==> config.mk <==
export PLATFORM = sky130hd
export DESIGN_NAME = fsd_csr
export DESIGN_NICKNAME = d
export VERILOG_FILES = /design/src/hw/rtl/fsd_pkg.sv /design/src/hw/rtl/fsd_csr.sv
export SDC_FILE = /design/constraint.sdc
export NUM_CORES = 1
export LEC_CHECK = 0
export ABC_AREA = 1
export BUFFER_PORTS_ARGS = -buffer_cell sky130_fd_sc_hd__buf_2
export CAP_MARGIN = 10
export CORE_ASPECT_RATIO = 2
export CORE_MARGIN = 2
export CORE_UTILIZATION = 42
export DETAILED_ROUTE_END_ITERATION = 10
export PLACE_DENSITY_LB_ADDON = 0.25
export SYNTH_ARGS = -nofsm -noshare
export SYNTH_HDL_FRONTEND = slang
export SYNTH_SLANG_ARGS = --single-unit
==> constraint.sdc <==
create_clock -name clock -period 1.5 [get_ports clock]
set_input_delay 0.3 -clock clock [delete_from_list [all_inputs] [get_ports clock]]
set_output_delay 0.3 -clock clock [all_outputs]
set_load 0.05 [all_outputs]
==> src/hw/rtl/fsd_pkg.sv <==
package fsd_pkg;

   localparam int FRAME_WIDTH  = 640;
   localparam int FRAME_HEIGHT = 480;
   localparam int PIX_TOTAL    = FRAME_WIDTH * FRAME_HEIGHT;

   // address into the pixel store, and a count that can also hold the total
   localparam int ADDR_W = (PIX_TOTAL > 1) ? $clog2(PIX_TOTAL) : 1;
   localparam int CNT_W  = $clog2(PIX_TOTAL + 1);

   localparam int ACC_W   = 19;
   localparam int STILL_W = 8;
   localparam int MODE_W  = 2;

   localparam logic [ACC_W-1:0] ACC_MAX      = {ACC_W{1'b1}};
   localparam logic [ACC_W-1:0] THRESH_RESET = ACC_W'(900);

   localparam logic signed [STILL_W-1:0] COUNTER_TOP    = STILL_W'(127);
   localparam logic signed [STILL_W-1:0] TRIGGER_NORMAL = STILL_W'(4);
   localparam logic signed [STILL_W-1:0] TRIGGER_BOOT   = STILL_W'(2);
   localparam logic signed [STILL_W-1:0] RELOAD_LEARN   = -STILL_W'(5);
   localparam logic signed [STILL_W-1:0] RELOAD_PLAY    = -STILL_W'(10);
   localparam logic signed [STILL_W-1:0] RELOAD_BOOT    = '0;
   // lowest count a result can show without an action (one step above play reload)
   localparam logic signed [STILL_W-1:0] STILL_IDLE_MIN = -STILL_W'(9);
   localparam logic signed [STILL_W-1:0] STILL_IDLE_MAX = STILL_W'(3);

   localparam logic [MODE_W-1:0] MODE_LEARN = MODE_W'(1);
   localparam logic [MODE_W-1:0] MODE_BOOT  = MODE_W'(3);

   typedef enum logic [1:0] {
      ACT_NONE     = 2'd0,
      ACT_LEARN    = 2'd1,
      ACT_CLASSIFY = 2'd2,
      ACT_BOOT     = 2'd3
   } action_type;

   // register file: one word per register, selected by one address bit
   localparam int CSR_ADDR_W  = 3;
   localparam int CSR_DATA_W  = 32;
   localparam int CSR_SEL_BIT = 2;
   localparam logic REG_RUN_MODE       = 1'b0;
   localparam logic REG_DIFF_THRESHOLD = 1'b1;

   typedef struct packed {
      logic [MODE_W-1:0] run_mode;
      logic [ACC_W-1:0]  diff_threshold;
   } cfg_type;

   typedef struct packed {
      logic valid;
      logic diff;
      logic last;
   } pix_stage_type;

endpackage

==> src/hw/rtl/fsd_csr.sv <==
module fsd_csr import fsd_pkg::*; (
   input  logic                  clock,
   input  logic                  reset,
   input  logic                  csr_psel,
   input  logic                  csr_penable,
   input  logic                  csr_pwrite,
   input  logic [CSR_ADDR_W-1:0] csr_paddr,
   input  logic [CSR_DATA_W-1:0] csr_pwdata,
   output logic [CSR_DATA_W-1:0] csr_prdata,
   output logic                  csr_pready,
   output cfg_type               cfg
);

   logic [MODE_W-1:0] run_mode_ff, run_mode_in;
   logic [ACC_W-1:0]  diff_threshold_ff, diff_threshold_in;
   logic              wr_en;
   logic              reg_sel;

   assign wr_en   = csr_psel & csr_penable & csr_pwrite;
   assign reg_sel = csr_paddr[CSR_SEL_BIT];

   always_comb begin
      run_mode_in       = run_mode_ff;
      diff_threshold_in = diff_threshold_ff;
      if (wr_en) begin
         case (reg_sel)
            REG_RUN_MODE:       run_mode_in       = csr_pwdata[MODE_W-1:0];
            REG_DIFF_THRESHOLD: diff_threshold_in = csr_pwdata[ACC_W-1:0];
            default: ;
         endcase
      end
   end

   always_ff @(posedge clock) begin
      if (reset) begin
         run_mode_ff       <= '0;
         diff_threshold_ff <= THRESH_RESET;
      end else begin
         run_mode_ff       <= run_mode_in;
         diff_threshold_ff <= diff_threshold_in;
      end
   end

   always_comb begin
      case (reg_sel)
         REG_RUN_MODE:       csr_prdata = CSR_DATA_W'(run_mode_ff);
         REG_DIFF_THRESHOLD: csr_prdata = CSR_DATA_W'(diff_threshold_ff);
         default:            csr_prdata = '0;
      endcase
   end

   assign csr_pready         = 1'b1;
   assign cfg.run_mode       = run_mode_ff;
   assign cfg.diff_threshold = diff_threshold_ff;

endmodule

# Yosys cells after proc, flatten, opt, wreduce, memory -nomap -nowiden
# Cells that the tools add are included.
[op_classes]
n_reduce_logical = 2
bitwise_logic = 3
muxes = 1
[ops]
columns = ["op", "n"]
rows = [
  ["$pmux 32 s2", 1],
  ["$reduce_and 2->1", 2],
  ["$and 1x1->1", 2],
  ["$not 1->1", 1],
]
[totals]
reg_bits = 21
input_bits = 40
output_inout_bits = 54
elab_cells = 8

# Logic depth before layout (Yosys ltp)
# Gate-level depths: netlist of the first run.
[logic_depth]
ltp_word = 3
mapped_depth = 6
ltp_nobuf = 5

# Worst setup path before layout of the first run
# No wires, ideal clock.
[synth_timing]
path_kind = "register to output"
start = "reg diff_threshold_ff[0]"
end = "out csr_prdata[0]"
n_path_buf = 0
stages_incl_launch_ff = 3
setup_slack_ns = 0.121
t_arrival_ns = 1.079
t_required_ns = 1.200
path_cell_list = "dfxtp_1 nand2_1 nand2_1"
[synth_via]
elab_chain_len = 1
[synth_rtl]
columns = ["element", "line_no", "source"]
rows = [
  ["start: declaration", "fsd_csr.sv:15", "logic [ACC_W-1:0] diff_threshold_ff, diff_threshold_in;"],
  ["start signal: assignment", "fsd_csr.sv:40", "diff_threshold_ff <= diff_threshold_in;"],
  ["$pmux 32 s2", "fsd_csr.sv:45", "case (reg_sel)"],
  ["end: declaration", "fsd_csr.sv:9", "output logic [CSR_DATA_W-1:0] csr_prdata,"],
]
# Every way passes these cells. The select of a mux whose other input is x is not followed.

# Worst setup path after layout of the first run
[layout_timing]
start = "in csr_paddr[2]"
end = "out csr_prdata[14]"
[layout_via]
elab_chain_len = 2
[layout_rtl]
columns = ["element", "line_no", "source"]
rows = [
  ["start: declaration", "fsd_csr.sv:7", "input logic [CSR_ADDR_W-1:0] csr_paddr,"],
  ["$not 1->1 (no line)", "--", ""],
  ["$pmux 32 s2 *", "fsd_csr.sv:45", ""],
]
# Mark *: on every way between the ends. The rest lies on a longest branch, timed or not. The select of a mux whose other input is x is not followed.

==> results of run 1 <==
==> routing by layer <==
| metal | track usage | routed length [um] | vias up |
|---|---|---|---|
| li1 | - | - | 640 |
| met5 | 0 | 0 | - |
| met2 | 0.306 | 1370 | 41 |
| met4 | 0.0806 | 29 | 0 |
| met3 | 0.0205 | 147 | 2 |
| met1 | 0.171 | 1040 | 510 |
==> worst max-delay path: cells and delay by family <==
kind / cells / cell delay (ps)
simple gates: 1 / 60
buf+inv: 4 / 710
==> how the worst min path moves through the flow <==
| stage | startpoint | to | slack (ps) | depth (start not counted) |
|---|---|---|---|---|
| after detailed placement | diff_threshold_ff[2] | diff_threshold_ff[2] | 470 | 2 |
| after global routing | csr_pwdata[2] | diff_threshold_ff[2] | 260 | 3 |
| after global placement | diff_threshold_ff[2] | diff_threshold_ff[2] | 460 | 2 |
| after CTS | csr_pwdata[2] | diff_threshold_ff[2] | 250 | 3 |
| after floorplan | csr_pwdata[2] | diff_threshold_ff[2] | 430 | 2 |
| final | csr_pwdata[2] | diff_threshold_ff[2] | 250 | 3 |
==> final cells by class <==
class / instances / area share
multi-input combinational: 123 / 0.342
sequential: 21 / 0.277
timing repair buffer: 68 / 0.239
inverter: 35 / 0.0883
clock buffer: 4 / 0.0297
tap: 29 / 0.0239
==> logic make-up (layout without fill, tap and decap cells) <==
logic type	Yosys count	count (layout)	synth area share
and+or+nand+nor	109	109	0.392
other	2	14	0.00632
DFF	21	21	0.354
buffers and inverters	57	107	0.248
==> sequential cells by signal, summed over array words and instances (netlist names) <==
signal	count
diff_threshold_ff	19
run_mode_ff	2
==> power by group <==
group	internal, mW	switching, mW
clock	0.189	0.169
sequential	0.577	0.0138
combinational	0.0868	0.298
==> metrics by stage <==
step | utilization | hold WS (ps) | instance area [um2] | setup slack (ps)
2_1_floorplan | - | 426 | 1230 | 121
3_3_place_gp | 0.538 | 459 | 1470 | 100
3_5_place_dp | 0.538 | 465 | 1470 | 100
4_1_cts | 0.554 | 253 | 1520 | 99.3
5_1_grt | 0.554 | 264 | 1520 | 15.1
6_report | 0.554 | 255 | 1520 | 109
==> placed cells by master, fill, tap and decap left out <==
master / instances
buf_2: 64
nand2_1: 50
nor2_1: 35
inv_1: 33
nand3_1: 21
dfxtp_1: 21
conb_1: 14
clkbuf_8: 3
buf_4: 3
inv_4: 1
nand3_2: 1
nor2_8: 1
inv_2: 1
nor2_4: 1
clkbuf_1: 1
buf_12: 1
==> flow_summary.ini, run 1 <==
[logic_synthesis]
yosys.area.top_type = dfxtp_1
synth_edf_count = 0
synthesis.area_mm2 = 0.00119
synthDistinctLibCells = 16
synth_cells = 189
synth_seq_cells = 21
yosysMostFrequentCell = nand2_1
synth_async_sr_flop_share = 0
synthTopCellsByArea = dfxtp_1 35%, nand2_1 16%, nor2_1 11%, inv_1 10%, buf_4 9.5%
synth_top_area_share = 0.354
ys.flop_type = dfxtp_1
synth.avg_cell_area_um2 = 6.29
synthTopCellsByCount = 50 x nand2_1, 35 x nor2_1, 33 x inv_1
ys_seq_area_frac = 0.354
yosysWarnings = 0

[finish]
fin_cells = 280
multi_input_area_um2 = 518
antenna_cells = 0
seqCellArea_um2 = 420
layout-drive-gt1-share = 0.303
area_delta_synth_final_pct = 27.6
layout.nets = 292
fillers = 299

[clock_network]
numCtsBuffers = 3
root_buffer = clkbuf_8
clkTransAtPathRegs_ps = 70
clk_latency_ps = 250
clock-sinks = 21
max-clock-path-buffers = 2
h-tree-depth = 1
holdBufCountCts = 0
cts_tree = done
cts_resized = 0
post-cts-setup-buffers = 0

[route]
drc = 0
num_vias = 1193
vias_per_cell = 4.26
first_pass_iters = 4
wl_per_cell_um = 9.23
wl_um = 2580
ant_nets = 0
dr.first_iter.drc_count = 11

[placed_design]
dp_cells = 276
portBuffers = 64
hpwl_um = 1980
gp_congestion = 0.733

[setup_path]
r2r_start = diff_threshold_ff[18]
critPathLaunchType = input pin
crit_path_max_fanout = 22
slowest_delay_ps = 240
r2r_end = diff_threshold_ff[18]
r2r_slack_ps = 900
cp-endpoint = csr_prdata[14]
arrival_ps = 1090
startpoint = csr_paddr[2]
path_class = input pin to output port
crit_top_cell = buf_2
end_kind = output port
critical_path_required_ps = 1200
slowest_stage = buf_2
worstPathCellList = buf_2 -> buf_12 -> nand2_1 -> inv_1 -> buf_2
r2r_cells = 2

[die]
die_height_um = 79.2
die_area_mm2 = 0.00330
rows = 27
die_w_um = 41.6
ios = 94
coreArea_mm2 = 0.00274
initial_core_util = 0.434

[grt]
grt_use_total = 0.163
grt_max_degree = 23
grt_pass1_vias = 1052
grt_pass1_wl_um = 4300
grt_overflow_total = 0
antenna_found_initial = 0

[sta]
rsz0062_at_grt = no
setup_viol = 0
fmax_mhz = 719
tns_ps = 0
maxSlewViolCount = 0
hold_violations = 0
fin_crit_sh = 0.927
skew_ps = 0
finalCriticalPeriod_ps = 1390

[power]
p_per_area_mw_per_mm2 = 879
ir_drop_mv = 0.667
p_leak_nw = 1.02
total_power_mw = 1.33

[min_path]
worst_hold_path_type = input pin to flip-flop

[run_status]
run_status = finished clean

[run]
drv_cap = 0
No activity file was read; power rests on OpenSTA's default activity.
==> run 2, diff against run 1 <==
--- a/config.mk
+++ b/config.mk
@@ -13,6 +13,7 @@
 export CORE_UTILIZATION = 42
 export DETAILED_ROUTE_END_ITERATION = 10
 export PLACE_DENSITY_LB_ADDON = 0.25
+export REMOVE_ABC_BUFFERS = 1
 export SYNTH_ARGS = -nofsm -noshare
 export SYNTH_HDL_FRONTEND = slang
 export SYNTH_SLANG_ARGS = --single-unit
==> run 2 against run 1 <==
Compared with the run above: worst setup slack better by 84 ps; register-to-register slack better by 30 ps; fmax up 6.4%; sequential power about the same.
==> flow_summary.ini, run 2 (synthesized netlist as in run 1, its figures left out) <==
[route]
wl_um = 2470
vias_per_cell = 4.16
wl_per_cell_um = 8.81
drc = 0
num_vias = 1164
first_pass_iters = 2
dr.first_iter.drc_count = 10
ant_nets = 0

[setup_path]
r2r_start = diff_threshold_ff[3]
crit_path_max_fanout = 28
end_kind = output port
r2r_end = diff_threshold_ff[3]
startpoint = csr_paddr[2]
r2r_cells = 2
r2r_slack_ps = 930
arrival_ps = 1010
critPathLaunchType = input pin
critical_path_required_ps = 1200
path_class = input pin to output port

[sta]
rsz0062_at_grt = no
fin_ws_ps = 193
fmax_mhz = 765
tns_ps = 0
setup_viol = 0
maxSlewViolCount = 0
fin_crit_sh = 0.871
skew_ps = 0
finalCriticalPeriod_ps = 1310
holdWs_ps = 255
hold_violations = 0

[die]
die_height_um = 79.2
ios = 94
die_area_mm2 = 0.00330
initial_core_util = 0.434
coreArea_mm2 = 0.00274
rows = 27
die_w_um = 41.6

[finish]
layout.nets = 292
layout_commonest_cell = buf_2
design_area_mm2 = 0.00152
fin_util = 0.555
antenna_cells = 0
multi_input_area_um2 = 518
area_delta_synth_final_pct = 27.7
fillers = 303
largest_register = diff_threshold_ff
layout_common_cells = 64 x buf_2, 50 x nand2_1, 35 x nor2_1
fin_cells = 280
seqCellArea_um2 = 420
top_regs = diff_threshold_ff: 19 flops, run_mode_ff: 2 flops
layout-drive-gt1-share = 0.307
largest_reg_flops = 19

[clock_network]
clkTransAtPathRegs_ps = 80
cts_tree = done
clk_latency_ps = 250
clock-sinks = 21
post-cts-setup-buffers = 0
h-tree-depth = 1
root_buffer = clkbuf_8
numCtsBuffers = 3
max-clock-path-buffers = 2
holdBufCountCts = 0
cts_resized = 0

[placed_design]
hpwl_um = 1900
gp_congestion = 0.674
portBuffers = 64
dp_cells = 276
dpl_cell_area_mm2 = 0.00147
place_ws_ps = 187

[grt]
grt_pass1_wl_um = 4170
antenna_found_initial = 0
grt_overflow_total = 0
grt_pass1_vias = 1023
grt_use_total = 0.158
grt_max_degree = 29

[min_path]
hold_path_depth = 3
whs_endpoint = diff_threshold_ff[7]
min_from = csr_pwdata[7]
worst_hold_path_type = input pin to flip-flop

[run_status]
run_status = finished clean

[run]
drv_cap = 0

[power]
p_leak_nw = 1.02
p_per_area_mw_per_mm2 = 879
ir_drop_mv = 0.699
total_power_mw = 1.33
## run 2: cell count changes in the layout (fill, tap and decap cells not counted)
cell / change
clkbuf_1: -1
clkinv_2: +1
## run 2: worst max-delay path, cell delays in order
cell and delay, ps:
buf_2 150, buf_12 180, nand2_1 70, inv_1 50
buf_2 250
## run 2: layout make-up
class                      count  share of cell area
clock inverter                 1             0.00330
inverter                      35              0.0882
tap                           29              0.0239
timing repair buffer          68               0.239
multi-input combinational    123               0.341
clock buffer                   3              0.0272
sequential                    21               0.277
## run 2: worst max-delay path by stage
stage | endpoint | slack [ps] | cells past startpoint
final | csr_prdata[11] | 190 | 5
after detailed placement | csr_prdata[0] | 190 | 5
after global placement | csr_prdata[0] | 180 | 5
after global routing | csr_prdata[0] | 120 | 5
after CTS | csr_prdata[0] | 180 | 5
after floorplan | csr_prdata[0] | 120 | 2
## run 2: per-layer routing
metal | vias up | GRT usage | wire length, um
met2 | 36 | 0.305 | 1300
met3 | 2 | 0.0182 | 124
met5 | - | 0 | 0
li1 | 641 | - | -
met4 | 0 | 0.0581 | 26
met1 | 485 | 0.167 | 1020
## run 2: report_power, final
| group | internal (mW) | total [mW] | switching (mW) | leakage [nW] |
|---|---|---|---|---|
| clock | 0.184 | 0.360 | 0.176 | 0.0255 |
| sequential | 0.577 | 0.590 | 0.0129 | 0.171 |
| combinational | 0.0870 | 0.384 | 0.297 | 0.823 |
==> run 3, diff against run 2 <==
--- a/config.mk
+++ b/config.mk
@@ -10,7 +10,8 @@
 export CAP_MARGIN = 10
 export CORE_ASPECT_RATIO = 2
 export CORE_MARGIN = 2
-export CORE_UTILIZATION = 42
+export CORE_UTILIZATION = 43
+export CTS_BUF_LIST = sky130_fd_sc_hd__clkbuf_8
 export DETAILED_ROUTE_END_ITERATION = 10
 export PLACE_DENSITY_LB_ADDON = 0.25
 export REMOVE_ABC_BUFFERS = 1
==> run 3 against run 2 <==
Compared with the run above: count of clock-buffer cells in the layout did not move; critical path type unchanged; power increased by 1.3%; register-to-register slack lost 30 ps; via count increased by 0.69%; sequential cell count stayed put; non-clock buffer count grew 2; clock skew did not move; critical endpoint is now csr_prdata[18]; die area decreased by 2.2%; critical path depth stayed put; first-iteration DRC count grew 50%; highest routed layer unchanged; fmax fell by 3.5%; largest cell class unchanged; clock power rose by 4%.
==> flow_summary.ini, run 3 (synthesized netlist as in run 1, its figures left out) <==
[route]
vias_per_cell = 4.16
ant_nets = 0
num_vias = 1172
wl_per_cell_um = 9.07
wl_um = 2560
dr.first_iter.drc_count = 15
first_pass_iters = 4
drc = 0

[min_path]
min_from = csr_pwdata[7]
worst_hold_path_type = input pin to flip-flop

[sta]
maxSlewViolCount = 0
rsz0062_at_grt = no
tns_ps = 0
fmax_mhz = 739
hold_violations = 0
finalCriticalPeriod_ps = 1350
skew_ps = 0
fin_crit_sh = 0.902
setup_viol = 0

[finish]
layout_common_cells = 64 x buf_2, 50 x nand2_1, 35 x nor2_1
largest_register = diff_threshold_ff
fin_util = 0.567
multi_input_area_um2 = 518
fin_cells = 282
layout-drive-gt1-share = 0.312
fillers = 302
top_regs = diff_threshold_ff: 19 flops, run_mode_ff: 2 flops
layout.nets = 294
antenna_cells = 0
seqCellArea_um2 = 420
layout_commonest_cell = buf_2
largest_reg_flops = 19
area_delta_synth_final_pct = 28.9

[grt]
grt_pass1_vias = 957
grt_pass1_wl_um = 3990
grt_max_degree = 20
grt_use_total = 0.174
grt_overflow_total = 0
antenna_found_initial = 0

[placed_design]
dp_cells = 278
portBuffers = 64
hpwl_um = 2030
gp_congestion = 0.704

[clock_network]
cts_resized = 0
clock-sinks = 21
cts_tree = done
clk_latency_ps = 260
numCtsBuffers = 3
clkTransAtPathRegs_ps = 80
h-tree-depth = 1
holdBufCountCts = 0
max-clock-path-buffers = 2
post-cts-setup-buffers = 0
root_buffer = clkbuf_8

[setup_path]
critical_path_required_ps = 1200
arrival_ps = 1050
startpoint = csr_paddr[2]
path_class = input pin to output port
r2r_start = diff_threshold_ff[14]
crit_path_max_fanout = 11
critPathLaunchType = input pin
end_kind = output port

[power]
ir_drop_mv = 0.602
p_per_area_mw_per_mm2 = 882
p_leak_nw = 1.03

[die]
ios = 94
rows = 27
coreArea_mm2 = 0.00270
die_w_um = 41.2
die_area_mm2 = 0.00323
initial_core_util = 0.440
die_height_um = 78.4

[run_status]
run_status = finished clean

[run]
drv_cap = 0
run 3: cell count changes in the layout (fill, tap and decap cells not counted):
| cell | change |
|---|---|
| buf_4 | +2 |
run 3: path summary, 6_finish.rpt:
kind,slack (ps),to,depth (start not counted)
setup reg to reg,900,diff_threshold_ff[14],2
hold / removal,240,diff_threshold_ff[7],3
hold reg to reg,480,diff_threshold_ff[9],2
setup / recovery,150,csr_prdata[18],5
run 3: power breakdown:
group / internal, mW / switching (mW)
Clock: 0.185 / 0.188
Sequential: 0.577 / 0.0131
Combinational: 0.0902 / 0.298
run 3: layer usage:
metal	track usage	routed length, um	vias up	part of all wire
li1	-	-	645	-
met1	0.211	996	481	0.39
met2	0.281	1340	41	0.52
met3	0.0282	174	5	0.068
met4	0.0774	51	0	0.020
met5	0	0	-	0
run 3: area by class of cell:
cell class,instances,share of cell area
clock buffer,3,0.0269
timing repair buffer,70,0.247
sequential,21,0.274
multi-input combinational,123,0.338
inverter,35,0.0873
tap,29,0.0237
clock inverter,1,0.00327
run 3: worst max-delay path, stage by stage:
cell	delay [ps]
buf_2	190
buf_4	210
nand2_1	60
inv_1	40
buf_2	240
run 3: through the flow:
| stage | setup slack (ps) | area, um2 | hold WS, ps | power, mW |
|---|---|---|---|---|
| 2_1_floorplan | 121 | 1070 | 426 | 0.883 |
| 3_3_place_gp | 129 | 1490 | 458 | 0.991 |
| 3_5_place_dp | 125 | 1490 | 471 | 0.994 |
| 4_1_cts | 125 | 1530 | 238 | 1.37 |
| 5_1_grt | 46.2 | 1530 | 243 | 1.42 |
| 6_report | 146 | 1530 | 242 | 1.35 |
