**config.mk**
```make
export PLATFORM = sky130hd
export DESIGN_NAME = fsd_frame_eval
export DESIGN_NICKNAME = d
export VERILOG_FILES = /design/src/hw/rtl/fsd_pkg.sv /design/src/hw/rtl/fsd_frame_eval.sv
export SDC_FILE = /design/constraint.sdc
export NUM_CORES = 1
export LEC_CHECK = 0
export ABC_AREA = 1
export BUFFER_PORTS_ARGS = -buffer_cell sky130_fd_sc_hd__buf_2
export CAP_MARGIN = 20
export CORE_MARGIN = 1.5
export CORE_UTILIZATION = 29
export CTS_BUF_LIST = sky130_fd_sc_hd__clkbuf_4
export CTS_CLUSTER_SIZE = 30
export DETAILED_ROUTE_END_ITERATION = 8
export PLACE_DENSITY = 0.56
export SYNTH_ARGS = -nofsm -noshare
export SYNTH_HDL_FRONTEND = slang
export SYNTH_SLANG_ARGS = --single-unit
```
**constraint.sdc**
```tcl
create_clock -name clock -period 4.5 [get_ports clock]
set_input_delay 0 -clock clock [delete_from_list [all_inputs] [get_ports clock]]
set_output_delay 0 -clock clock [all_outputs]
set_load 0.01 [all_outputs]
```
**src/hw/rtl/fsd_pkg.sv**
```systemverilog
package fsd_pkg;

   localparam int FRAME_WIDTH  = 640;
   localparam int FRAME_HEIGHT = 480;
   localparam int PIX_TOTAL    = FRAME_WIDTH * FRAME_HEIGHT;

   // address into the pixel store, and a count that can also hold the total
   localparam int ADDR_W = (PIX_TOTAL > 1) ? $clog2(PIX_TOTAL) : 1;
   localparam int CNT_W  = $clog2(PIX_TOTAL + 1);

   localparam int ACC_W   = 19;
   localparam int STILL_W = 8;
   localparam int MODE_W  = 2;

   localparam logic [ACC_W-1:0] ACC_MAX      = {ACC_W{1'b1}};
   localparam logic [ACC_W-1:0] THRESH_RESET = ACC_W'(900);

   localparam logic signed [STILL_W-1:0] COUNTER_TOP    = STILL_W'(127);
   localparam logic signed [STILL_W-1:0] TRIGGER_NORMAL = STILL_W'(4);
   localparam logic signed [STILL_W-1:0] TRIGGER_BOOT   = STILL_W'(2);
   localparam logic signed [STILL_W-1:0] RELOAD_LEARN   = -STILL_W'(5);
   localparam logic signed [STILL_W-1:0] RELOAD_PLAY    = -STILL_W'(10);
   localparam logic signed [STILL_W-1:0] RELOAD_BOOT    = '0;
   // lowest count a result can show without an action (one step above play reload)
   localparam logic signed [STILL_W-1:0] STILL_IDLE_MIN = -STILL_W'(9);
   localparam logic signed [STILL_W-1:0] STILL_IDLE_MAX = STILL_W'(3);

   localparam logic [MODE_W-1:0] MODE_LEARN = MODE_W'(1);
   localparam logic [MODE_W-1:0] MODE_BOOT  = MODE_W'(3);

   typedef enum logic [1:0] {
      ACT_NONE     = 2'd0,
      ACT_LEARN    = 2'd1,
      ACT_CLASSIFY = 2'd2,
      ACT_BOOT     = 2'd3
   } action_type;

   // register file: one word per register, selected by one address bit
   localparam int CSR_ADDR_W  = 3;
   localparam int CSR_DATA_W  = 32;
   localparam int CSR_SEL_BIT = 2;
   localparam logic REG_RUN_MODE       = 1'b0;
   localparam logic REG_DIFF_THRESHOLD = 1'b1;

   typedef struct packed {
      logic [MODE_W-1:0] run_mode;
      logic [ACC_W-1:0]  diff_threshold;
   } cfg_type;

   typedef struct packed {
      logic valid;
      logic diff;
      logic last;
   } pix_stage_type;

endpackage

```
**src/hw/rtl/fsd_frame_eval.sv**
```systemverilog
module fsd_frame_eval import fsd_pkg::*; (
   input  logic                        clock,
   input  logic                        reset,
   input  pix_stage_type               stage,
   input  cfg_type                     cfg,
   output logic                        advance,
   output logic                        rsp_valid,
   input  logic                        rsp_ready,
   output logic [1:0]                  rsp_action,
   output logic [ACC_W-1:0]            rsp_diff_count,
   output logic signed [STILL_W-1:0]   rsp_still_count
);

   logic [ACC_W-1:0]          acc_ff, acc_in, acc_sum;
   logic signed [STILL_W-1:0] still_ff, still_in, still_bumped, still_new;
   logic                      rsp_valid_ff, rsp_valid_in;
   action_type                action_new, rsp_action_ff;
   logic [ACC_W-1:0]          rsp_diff_ff;
   logic signed [STILL_W-1:0] rsp_still_ff;
   logic                      out_free;
   logic                      fire_last;

   assign out_free  = !rsp_valid_ff || rsp_ready;
   assign advance   = stage.valid && (!stage.last || out_free);
   assign fire_last = advance && stage.last;

   assign acc_sum = (stage.diff && (acc_ff != ACC_MAX)) ? acc_ff + ACC_W'(1) : acc_ff;

   always_comb begin
      if (acc_sum < cfg.diff_threshold) begin
         still_bumped = (still_ff < COUNTER_TOP) ? still_ff + STILL_W'(1) : still_ff;
      end else begin
         still_bumped = '0;
      end
   end

   always_comb begin
      action_new = ACT_NONE;
      still_new  = still_bumped;
      case (cfg.run_mode)
         MODE_LEARN: begin
            if (still_bumped >= TRIGGER_NORMAL) begin
               action_new = ACT_LEARN;
               still_new  = RELOAD_LEARN;
            end
         end
         MODE_BOOT: begin
            if (still_bumped >= TRIGGER_BOOT) begin
               action_new = ACT_BOOT;
               still_new  = RELOAD_BOOT;
            end
         end
         default: begin
            if (still_bumped >= TRIGGER_NORMAL) begin
               action_new = ACT_CLASSIFY;
               still_new  = RELOAD_PLAY;
            end
         end
      endcase
   end

   always_comb begin
      acc_in       = acc_ff;
      still_in     = still_ff;
      rsp_valid_in = rsp_valid_ff;
      if (rsp_ready) rsp_valid_in = 1'b0;
      if (advance) begin
         acc_in = stage.last ? '0 : acc_sum;
      end
      if (fire_last) begin
         still_in     = still_new;
         rsp_valid_in = 1'b1;
      end
   end

   always_ff @(posedge clock) begin
      if (reset) begin
         acc_ff       <= '0;
         still_ff     <= '0;
         rsp_valid_ff <= 1'b0;
      end else begin
         acc_ff       <= acc_in;
         still_ff     <= still_in;
         rsp_valid_ff <= rsp_valid_in;
      end
   end

   always_ff @(posedge clock) begin
      if (fire_last) begin
         rsp_action_ff <= action_new;
         rsp_diff_ff   <= acc_sum;
         rsp_still_ff  <= still_new;
      end
   end

   assign rsp_valid       = rsp_valid_ff;
   assign rsp_action      = rsp_action_ff;
   assign rsp_diff_count  = rsp_diff_ff;
   assign rsp_still_count = rsp_still_ff;

endmodule

```
### Yosys cells after proc, flatten, opt, wreduce, memory -nomap -nowiden

Index checks and enable logic that the tools add are counted.

* logic and storage cells: 37
* input port bits: 27
* register bits: 57
* output and inout bits: 31

* multiplexer cells: 14
* eq/ne operators: 3
* order comparisons: 4
* reductions and logical operators: 8
* add/subtract/negate cells: 2

Operators by type and width (count)
* $mux W8: 5
* $mux W19: 2
* $add A19 B1 Y19 const B: 1
* $lt A19 B19 Y1: 1
* $ne A19 B19 Y1 const B: 1
* $pmux W8 S2: 1
* $add A8 B2 Y8 const B: 1
* $ge A8 B3 Y1 const B: 1
* $ge A8 B4 Y1 const B: 1
* $lt A8 B8 Y1 const B: 1
* $mux W2: 2
* $pmux W2 S2: 1
* $logic_and A1 B1 Y1: 3
* $mux W1: 3
* $eq A2 B1 Y1 const B: 1
* $eq A2 B2 Y1 const B: 1
* $logic_not A1 Y1: 2
* $logic_or A1 B1 Y1: 2
* $reduce_bool A2 Y1: 1

### Longest topological paths before layout

Gate-level depths: netlist (run 1).

* depth in word-level cells: 8
* depth in mapped cells: 30
* depth with buffers taken out: 30

### Least setup slack after synthesis (run 1)

OpenSTA, ideal clock, no wires.

* kind: reg-to-reg
* start: register acc_ff[0]
* end: register rsp_still_ff[2], in the netlist rsp_still_count[2] (data pin)
* required time: 4.250 ns
* path buffers: 0
* stages on the path, launching flop included: 26
* arrival time: 3.377 ns
* clock period less this slack: 3.628 ns
* library setup time: 0.250 ns
* path slack: 0.872 ns
* cell sequence: dfxtp_1 -> ha_1 -> nand3_1 -> nor2_2 -> nand3_2 -> nand2_2 -> nor2_1 -> nand4_1 -> nor2_2 -> nand2_1 -> nor2_1 -> xor2_1 -> inv_1 -> ha_1 -> a21oi_1 -> o21ai_0 -> nand2_1 -> o211ai_1 -> a31oi_1 -> o211ai_1 -> nand3_2 -> nand3_2 -> nand2_2 -> inv_2 -> nand2_2 -> inv_1

* word-level cells in the longest chain between the ends: 8
* elaborated cells on any way between the ends: 12
* classes of those cells: add/sub (1); order compare (3); eq/ne (1); mux (6); reduce/logical (1)

Ends and longest elaborated chain
* start, declared: line fsd_frame_eval.sv:14 `logic [ACC_W-1:0] acc_ff, acc_in, acc_sum;`
* start signal, assigned: line fsd_frame_eval.sv:82 `acc_ff <= acc_in;`
* parallel branches: the longest is 2 deep, another holds $add A19 B1 Y19
* $mux W19 (*): line fsd_frame_eval.sv:27 `assign acc_sum = (stage.diff && (acc_ff != ACC_MAX)) ? acc_ff + ACC_W'(1) : acc_ff;`
* via acc_sum[12]: line fsd_frame_eval.sv:14
* $lt A19 B19 Y1 (*): line fsd_frame_eval.sv:30 `if (acc_sum < cfg.diff_threshold) begin`
* $mux W8 (*): line fsd_frame_eval.sv:30
* $ge A8 B4 Y1 or $ge A8 B3 Y1 (tied branches): line fsd_frame_eval.sv:42, fsd_frame_eval.sv:54, fsd_frame_eval.sv:48
* $mux W8, on equally long branches: line fsd_frame_eval.sv:54, fsd_frame_eval.sv:48, fsd_frame_eval.sv:42
* $pmux W8 S2 (*): line fsd_frame_eval.sv:40 `case (cfg.run_mode)`
* via still_new[2]: line fsd_frame_eval.sv:15 `logic signed [STILL_W-1:0] still_ff, still_in, still_bumped, still_new;`
* end signal, assigned: line fsd_frame_eval.sv:92 `rsp_still_ff <= still_new;`
* end, declared: line fsd_frame_eval.sv:19 `logic signed [STILL_W-1:0] rsp_still_ff;`

Mark *: on every way through the listed nets, which the timed path passes.
A chain may end at the register's enable or synchronous reset.

### Worst setup path in the final report (run 1)

* start: register acc_ff[0]
* end: register still_ff[3]

* word-level cells in the longest chain between the ends: 8
* elaborated cells on any way between the ends: 12
* classes of those cells: add/sub (1); order compare (3); eq/ne (1); mux (6); reduce/logical (1)

Ends and longest elaborated chain
* parallel branches: the longest is 2 deep, another holds $add A19 B1 Y19
* $mux W19 (*): line fsd_frame_eval.sv:27
* via acc_sum[12]: line fsd_frame_eval.sv:14
* $lt A19 B19 Y1 (*): line fsd_frame_eval.sv:30
* $mux W8 (*): line fsd_frame_eval.sv:30
* $ge A8 B4 Y1 or $ge A8 B3 Y1 (tied branches): line fsd_frame_eval.sv:42, fsd_frame_eval.sv:54, fsd_frame_eval.sv:48
* $mux W8, on equally long branches: line fsd_frame_eval.sv:54, fsd_frame_eval.sv:48, fsd_frame_eval.sv:42
* $pmux W8 S2 (*): line fsd_frame_eval.sv:40
* end signal, assigned: line fsd_frame_eval.sv:83 `still_ff <= still_in;`
* end, declared: line fsd_frame_eval.sv:15

Marks and branches as above.

==> results of run 1 <==
==> per-layer routing <==
layer  vias up  global-route usage, %
met3         5                  3.885
met5         -                      0
met2        54                  23.09
met4         0                  4.511
met1      1177                  18.04
li1       1424                      -
==> tightest hold or removal path, delay by kind of cell <==
kind / cells / cell delay, ps
buffers and inverters: 1 / 100
and+or+nand+nor: 2 / 190
==> sequential cells by signal, indices dropped and copies added (netlist names) <==
name,flops
rsp_valid,1
still_ff,8
rsp_action,2
rsp_still_count,8
rsp_diff_count,19
acc_ff,19
==> power breakdown <==
group / internal (W) / switching (W) / total (W)
combinational: 0.0000524 / 0.0000949 / 0.000147
clock: 0.000172 / 0.000205 / 0.000377
sequential: 0.000570 / 0.00000972 / 0.000580
==> area by class of cell <==
type | instances | area [sq um]
fillers | 1133 | 7024
multi-input cells | 258 | 1506
flip-flops and latches | 57 | 1431
repair buffers | 62 | 325.3
inverters | 77 | 291.5
well taps | 140 | 175.2
clock buffers | 10 | 75.07
clock inverters | 6 | 58.81
==> final timing paths <==
| kind | startpoint | to | slack, ps | cells past startpoint |
|---|---|---|---|---|
| worst min-delay path | stage[1] | rsp_diff_count[0] | 10 | 3 |
| worst max-delay path | acc_ff[0] | still_ff[3] | 460 | 28 |
| worst min register to register | acc_ff[18] | acc_ff[18] | 470 | 2 |
| worst max register to register | acc_ff[0] | still_ff[3] | 460 | 28 |
==> repair_timing <==
item / in CTS / in global routing
endpoints found under the hold margin: 1 / 0
gates resized for setup: 0 / 1
hold buffers: 1 / 0
setup endpoints to repair: 0 / 6
==> per-stage QoR <==
| stage | power [W] | hold slack, ps | std cells | worst slack (ps) | util [%] |
|---|---|---|---|---|---|
| after floorplan | 0.0006851 | 189.6 | 398 | 872.2 | - |
| after global placement | 0.0007397 | 355.7 | 593 | 474.3 | 34.11 |
| after detailed placement | 0.0007395 | 372.4 | 593 | 373.9 | 34.11 |
| after CTS | 0.001119 | 0.8151 | 610 | 334.6 | 35.43 |
| after global routing | 0.001167 | 7.055 | 610 | 6.402 | 35.49 |
| final | 0.001104 | 9.750 | 610 | 464.9 | 35.49 |
==> layout by cell type, fill, tap and decap left out, drive strengths merged <==
cell type	netlist	routed
a21oi	39	39
nand3	27	27
o211ai	4	4
inv	76	76
o21ai	11	11
nand4	6	6
xnor2	5	5
nor4	1	1
buf	1	61
a31oi	2	2
clkbuf	5	10
o31ai	1	1
nand2	104	104
edfxtp	29	29
nor2	21	21
dlygate4sd3	0	1
o311ai	1	1
clkinvlp	0	2
nor3b	1	1
dfxtp	28	28
ha	20	20
o21bai	1	1
o21a	1	1
bufinv	0	1
clkinv	1	4
xor2	13	13
==> cell families (layout without fill, tap and decap cells) <==
logic type,Yosys count,in the layout,synth area share [%]
flops,57,57,44.10
simple gates,160,160,23.40
buf+inv,83,155,9.676
fa+ha+maj,20,20,7.710
compound gates,60,60,10.25
xor+xnor,18,18,4.857
==> results by stage, run 1 <==
Route:
- The per-cell via count in the routed design is 4.361.
- The post-route DRC violation count is 0.
- The detailed-routed wire length on met2 is 3571 um.
- The top layer reached by signal wires is met4.
- In the final routed layout, each cell accounts on average for 12.68 um.
- In the detailed route, the total length drawn on met3 is 378 um.
- The final layout contains routed wiring with a total length of 7736 um.
- The detail route stage leaves a number of antenna-violating nets equal to 0.
- The met1 wire length is 3727 um.
- After the first detailed-routing iteration, the DRC count stood at 104.
- The first detailed-routing pass took 4 iterations.
- The via count is 2660.

GRT:
- Entering global routing, the biggest net connects 27 pins.
- The wire length of the first global-routing pass is 12650 um.
- The number of antenna violations at the first check in global routing is 0.
- The total grt overflow is 0.
- The number of global-route vias before repair is 2627.
- Across every metal layer, demand over resource in global routing totals 14.13%.

Logic synthesis:
- The synthesized netlist occupies a cell area of 3246 sq um.
- By area the synthesized netlist is led by edfxtp_1 (27%), dfxtp_1 (17%), nand2_1 (10%).
- The number of different library cells used by synthesis comes to 33.
- The number of enable-type register cells in the synthesized netlist is 29.
- After synthesis, flip-flops and latches occupy 44.10% of the total area.
- Counting instances in the post-synthesis netlist gives the leading cell types as nand2_1 (90), inv_1 (69), a21oi_1 (38).
- When the netlist entered floorplanning its net count stood at 445.
- The synthesis warning total is 0.
- The synthesized design spends more area on one cell type than any other, namely edfxtp_1.
- For this run, the leading register cell type out of synthesis is edfxtp_1.
- Yosys instantiated no cell more often than nand2_1.
- Of the post-synthesis cell area, the dominant cell type holds 26.83%.
- Synthesis produced 398 cells.
- The number of storage elements in the synthesis netlist is 57.
- The average size of a mapped cell is 8.155 sq um.
- The share of flip-flops with an asynchronous set or reset after synthesis is 0%.

Flow run:
- The number of maximum-capacitance violations is 0.

Finish:
- The repair_antennas step left the layout with diodes totalling 0.
- The total number of nets in the final design is 512.
- The post-route netlist has 23.62% of its cells at a drive strength greater than 1.
- The final design area excluding fillers is 3864 sq um.
- The layout overhead on the synthesized area is 19.04%.

Clock tree:
- After clock tree synthesis, the setup repair step added 0 buffers.
- The clock edge transition at the registers on the reported setup and hold paths is 110 ps.
- The cell chosen for the clock root is clkbuf_4.
- The clock net sink count is 57.
- The clock buffer count from CTS is 9.
- TritonCTS built the clock tree.
- At the later pin of the worst-skew pair, clock insertion delay measures 400 ps.
- The number of buffers between clock root and the deepest sink is 2.
- The H-tree was split into 3 levels.

STA:
- Setup repair after global routing left no endpoint under its margin.
- Between clock sinks in the finished design, the worst skew comes to 12.31 ps.
- Setup violations remaining at the end of the flow were counted as 0.
- After routing, the total negative slack on setup checks comes to 0 ps.
- At the pin with the least slew margin, the transition time is 517.2 ps.
- The relative slew slack is 65.52%.
- The number of endpoints with negative hold slack in the final report is 0.
- The maximum frequency from static timing analysis is 0.2478 GHz.
- The worst path uses 89.67% of the clock period.
- The routed design could run at a clock period as short as 4035 ps.
- The final count of pins violating max slew is 0.

Critical path:
- The endpoint kind of the worst setup timing path is a flop.
- The cell family with the largest share of critical-path delay is simple AND/OR/NAND/NOR gates.
- The maximum fanout count along the critical path is 7.
- The master of the slowest instance on the critical path is dfxtp_1.
- The most numerous cell type found on the critical path is nand2_1.
- Together, buffers and inverters on the worst path number 4.
- The kind of start point of the critical path is a flop.
- The largest stage delay on the critical path is 380 ps.
- By startpoint and endpoint, the worst setup path is classified as reg -> reg.
- The worst endpoint required time is 4800 ps.
- For the worst setup path, the data arrival time is 4340 ps.

Placed design:
- The placer's final routability congestion estimate is 0.8150.
- Once detailed placement completed, the half-perimeter wirelength came to 5887 um.
- After detailed placement, the total cell area comes to 3714 sq um.
- During placement, the flow inserted port buffers numbering 57.

Run status:
- The run finished with clean final reports.

Floorplan:
- The floorplan step set the die width to 108.8 um.
- From bottom edge to top edge, the die measures 108.8 um.
- The effective utilization at floorplan is 29.81%.
- The site row count is 38.
- The floorplan die area is 11840 sq um.
- In this run the standard cell core region covers 10890 sq um.
- The number of top-level pins is 58.

Power:
- The power per standard cell area is 285.8 nW/um^2.
- IR analysis of the VDD net gives a maximum drop of 0.1093 mV.
- The cell leakage power is 1.843 nW.

Min path:
- The class of the tightest hold or removal check is in -> reg.
No activity file was read; power rests on OpenSTA's default activity.
==> run 2: changes to the inputs <==
--- a/config.mk
+++ b/config.mk
@@ -11,7 +11,7 @@
 export CORE_MARGIN = 1.5
 export CORE_UTILIZATION = 29
 export CTS_BUF_LIST = sky130_fd_sc_hd__clkbuf_4
-export CTS_CLUSTER_SIZE = 30
+export CTS_CLUSTER_SIZE = 14
 export DETAILED_ROUTE_END_ITERATION = 8
 export PLACE_DENSITY = 0.56
 export SYNTH_ARGS = -nofsm -noshare
==> constraint.sdc (replaced) <==
create_clock -name clock -period 4.05 [get_ports clock]
set_input_delay 0 -clock clock [delete_from_list [all_inputs] [get_ports clock]]
set_output_delay 0 -clock clock [all_outputs]
set_load 0.01 [all_outputs]
==> run 2 against run 1 <==
Compared with the run above: flip-flop and latch count unchanged; utilization grew 2.4 points; register-to-register slack lost 300 ps; largest cell class unchanged; die area is the same; clock power increased by 28%; largest power group unchanged.
==> results by stage, run 2 (synthesized netlist as in run 1, its figures left out) <==
GRT:
- The pin count of the biggest net entering global routing is 27 (unchanged).
- The number of antenna violations at the first check in global routing is 0 (unchanged).
- The number of global-route vias before repair is 2769 (+5.4%).
- The total routing usage reported by global routing is 14.33% (+0.21 points).
- The wire length of the first global-routing pass was 12980 um (+2.6%).
- The total grt overflow was 0 (unchanged).

Min path:
- The class of the tightest hold or removal check is in -> reg.
- The count of cells along the worst hold path came to 5 (+2).
- The hold path startpoint is stage[1].
- The path with the worst hold slack has its endpoint at acc_ff[0].

Power:
- The combinational share of power is 14.0% (+0.7 points).
- The portion of total power attributed to sequential cells is 49.2% (-3.3 points).
- The cell leakage power is 1.972 nW (+7.0%).
- The cell-internal power is 0.0009534 W (+20%).
- The power per standard cell area is 317.1 nW/um^2 (+11%).
- The net switching share of the total power was 27.12% (-0.93 points).
- The maximum vdd ir drop was 0.1370 mV (+25%).
- The proportion of power drawn by the clock network is 36.9% (+2.8 points).
- The total design power came to 0.001308 W (+18%).
- The net switching power was 0.0003549 W (+15%).

Critical path:
- Walking the worst path, the cells encountered are ha_4 > nand3_2 > nor2_2 > nand3_2 > nand2_4 > nor2_4 > nand4_1 > nor2_4 > nand2_2 > buf_4 > xor2_1 > inv_1 > ha_1 > nand4_1 > o21bai_2 > a31oi_1 > buf_4 > o211ai_1 > nand3_2 > nand3_4 > nand2_2 > nand2_2 > inv_1.
- The master of the slowest instance on the critical path is dfxtp_4.
- The maximum fanout count along the critical path is 5 (-2).
- The data arrival time of the worst path is 4060 ps (-280 ps).
- The endpoint of the most critical register-to-register path is rsp_still_count[5].
- The worst endpoint required time is 4220 ps (-580 ps).
- The start-to-end type of the worst setup path is reg -> reg.
- The kind of start point of the critical path is a flop.
- The path depth of the worst reg2reg path came to 23 (-18%).
- The largest stage delay on the critical path is 380 ps (about the same).
- The cell count along the critical path was 23 (-18%).
- The number of buffers and inverters on the critical path is 4 (unchanged).
- The setup slack on the worst flop-to-flop path is 160 ps (-300 ps).
- STA classifies the critical path endpoint as a flop.
- The critical path startpoint is acc_ff[0].
- The startpoint of the most critical register-to-register path is acc_ff[0].
- The cell family with the largest share of critical-path delay is simple AND/OR/NAND/NOR gates.

Placed design:
- The placer's final routability congestion estimate came to 0.8746 (+7.3%).
- The total half-perimeter wirelength after legalization and detailed placement is 5949 um (+1.0%).
- The count of input and output buffers is 57 (unchanged).

STA:
- The relative slew slack came to 58.20% (-7.3 points).
- Setup repair after global routing could not meet its margin everywhere.
- The final critical-path share of the clock period came to 96.02% (+6.4 points).
- The number of endpoints with negative hold slack in the final report is 0 (unchanged).
- The maximum frequency from static timing analysis came to 0.2571 GHz (+3.8%).
- The count of endpoints failing setup in the final report is 0 (unchanged).
- The total negative slack for setup checks came to 0 ps (unchanged).
- The post-route clock skew is 17.26 ps (+4.951 ps).
- The final critical delay including setup and external delays came to 3889 ps (-146.2 ps).
- The transition time of the tightest slew-check pin came to 623.2 ps (+105.9 ps).
- The final count of pins violating max slew is 0 (unchanged).

Finish:
- The total number of nets in the final design is 525 (+2.5%).
- The total inserted antenna cells came to 0 (unchanged).
- The share of layout cells above drive strength 1 is 31.47% (+7.9 points).
- The layout overhead on the synthesized area is 27.10%.
- In the layout the commonest cells are nand2_1 (84), inv_1 (68), buf_2 (57).
- The library cell used most frequently in the layout, excluding fill and tap cells, is nand2_1.

Clock tree:
- The clock edge transition at the registers on the reported setup and hold paths is 110 ps (about the same).
- The clock buffer count from CTS is 9 (unchanged).
- The cell chosen for the clock root is clkbuf_4.
- The clock latency of the later-clocked register in the worst-skew pair is 420 ps (+20 ps).
- TritonCTS built the clock tree.
- The number of buffers between clock root and the deepest sink was 2 (unchanged).
- The level count of the clock H-tree came to 3 (unchanged).
- The clock net sink count is 57 (unchanged).

Floorplan:
- The number of top-level pins is 58 (unchanged).
- The x dimension of the die is 108.8 um (unchanged).
- The core box area is 10890 sq um (unchanged).
- The site row count was 38 (unchanged).
- The floorplan die area is 11840 sq um (unchanged).
- The die outline height is 108.8 um (unchanged).
- The effective utilization at floorplan is 29.81% (unchanged).

Route:
- The routed wire length on met3 was 377 um (-0.26%).
- In this run the top signal layer used is met4.
- The DRC violation total after the first TritonRoute iteration is 107 (+2.9%).
- The post-route DRC violation count came to 0 (unchanged).
- The via count came to 2882 (+8.3%).
- The sum of routed wire length over all layers was 8222 um (+6.3%).
- The routed wire length per instance came to 13.20 um (+4.1%).
- The met1 wire length is 3662 um (-1.7%).
- The number of iterations in the first detailed-routing pass was 4 (unchanged).
- The detailed-routed wire length on met2 is 3984 um (+12%).
- The post-detailed-route count of antenna-violating nets is 0 (unchanged).
- The per-cell via count in the routed design came to 4.626 (+6.1%).

Run status:
- The flow ran to the end, and the final reports show no timing, DRC or antenna violations.

Flow run:
- The number of maximum-capacitance violations is 0 (unchanged).
==> run 2: changes by cell type in the layout (fill, tap and decap cells not counted), moves of 3 or more <==
| cell | previous run | this run |
|---|---|---|
| buf_4 | 4 | 17 |
| dfxtp_1 | 28 | 19 |
| dfxtp_2 | 0 | 7 |
| nand2_1 | 90 | 84 |
| nand2_2 | 11 | 15 |
| nand3_4 | 0 | 3 |
| nor2_1 | 18 | 13 |
| nor2_4 | 1 | 4 |
==> run 2: worst max path at each step <==
stage                               to  slack (ps)
floorplan           rsp_still_count[2]         420
global placement    rsp_still_count[2]         120
CTS                 rsp_still_count[2]          30
global route        rsp_still_count[5]         -70
detailed placement  rsp_still_count[5]         -70
finish              rsp_still_count[5]         160
==> run 2: stage by stage <==
stage / util, % / instance area, sq um / hold slack [ps] / std cells / setup WS [ps]
after floorplan: - / 3246 / 189.6 / 398 / 422.2
after global placement: 34.18 / 3721 / 355.3 / 594 / 119.9
after detailed placement: 34.18 / 3721 / 360.5 / 594 / -67.06
after CTS: 35.80 / 3897 / 23.70 / 611 / 29.45
after global routing: 37.89 / 4125 / 28.01 / 623 / -67.17
final: 37.89 / 4125 / 51.26 / 623 / 161.1
==> run 2: area by class of cell <==
class,count,area [sq um]
clock buffers,10,75.07
clock inverters,6,82.58
flip-flops and latches,57,1448
repair buffers,75,422.9
multi-input cells,258,1630
inverters,77,291.5
fillers,1126,6763
well taps,140,175.2
==> run 2: repair_timing <==
action,CTS,global route
setup endpoints to repair,16,18
pin swaps,0,17
gates resized for setup,2,39
hold buffers,1,0
endpoints found under the hold margin,1,0
buffers inserted,0,12
==> run 2: worst register-to-register path, delay by kind of cell (launching register included) <==
family | cells | cell delay [ps]
buf+inv | 4 | 430
simple gates | 13 | 1710
compound gates | 3 | 510
fa+ha+maj | 2 | 480
xor+xnor | 1 | 130
flops | 1 | 380
==> run 2: routing by layer <==
layer	GRT usage, %	vias to the layer above
met3	2.869	20
li1	-	1446
met4	5.545	0
met5	0	-
met2	24.48	74
met1	17.72	1342
==> run 2: power by group through the flow <==
| stage | registers [W] | logic, W | clock network (W) |
|---|---|---|---|
| after floorplan | 0.000665 | 0.0000959 | 0 |
| after global placement | 0.000658 | 0.000163 | 0 |
| after detailed placement | 0.000658 | 0.000165 | 0 |
| after CTS | 0.000645 | 0.000167 | 0.000491 |
| after global routing | 0.000646 | 0.000204 | 0.000520 |
| final | 0.000643 | 0.000183 | 0.000482 |
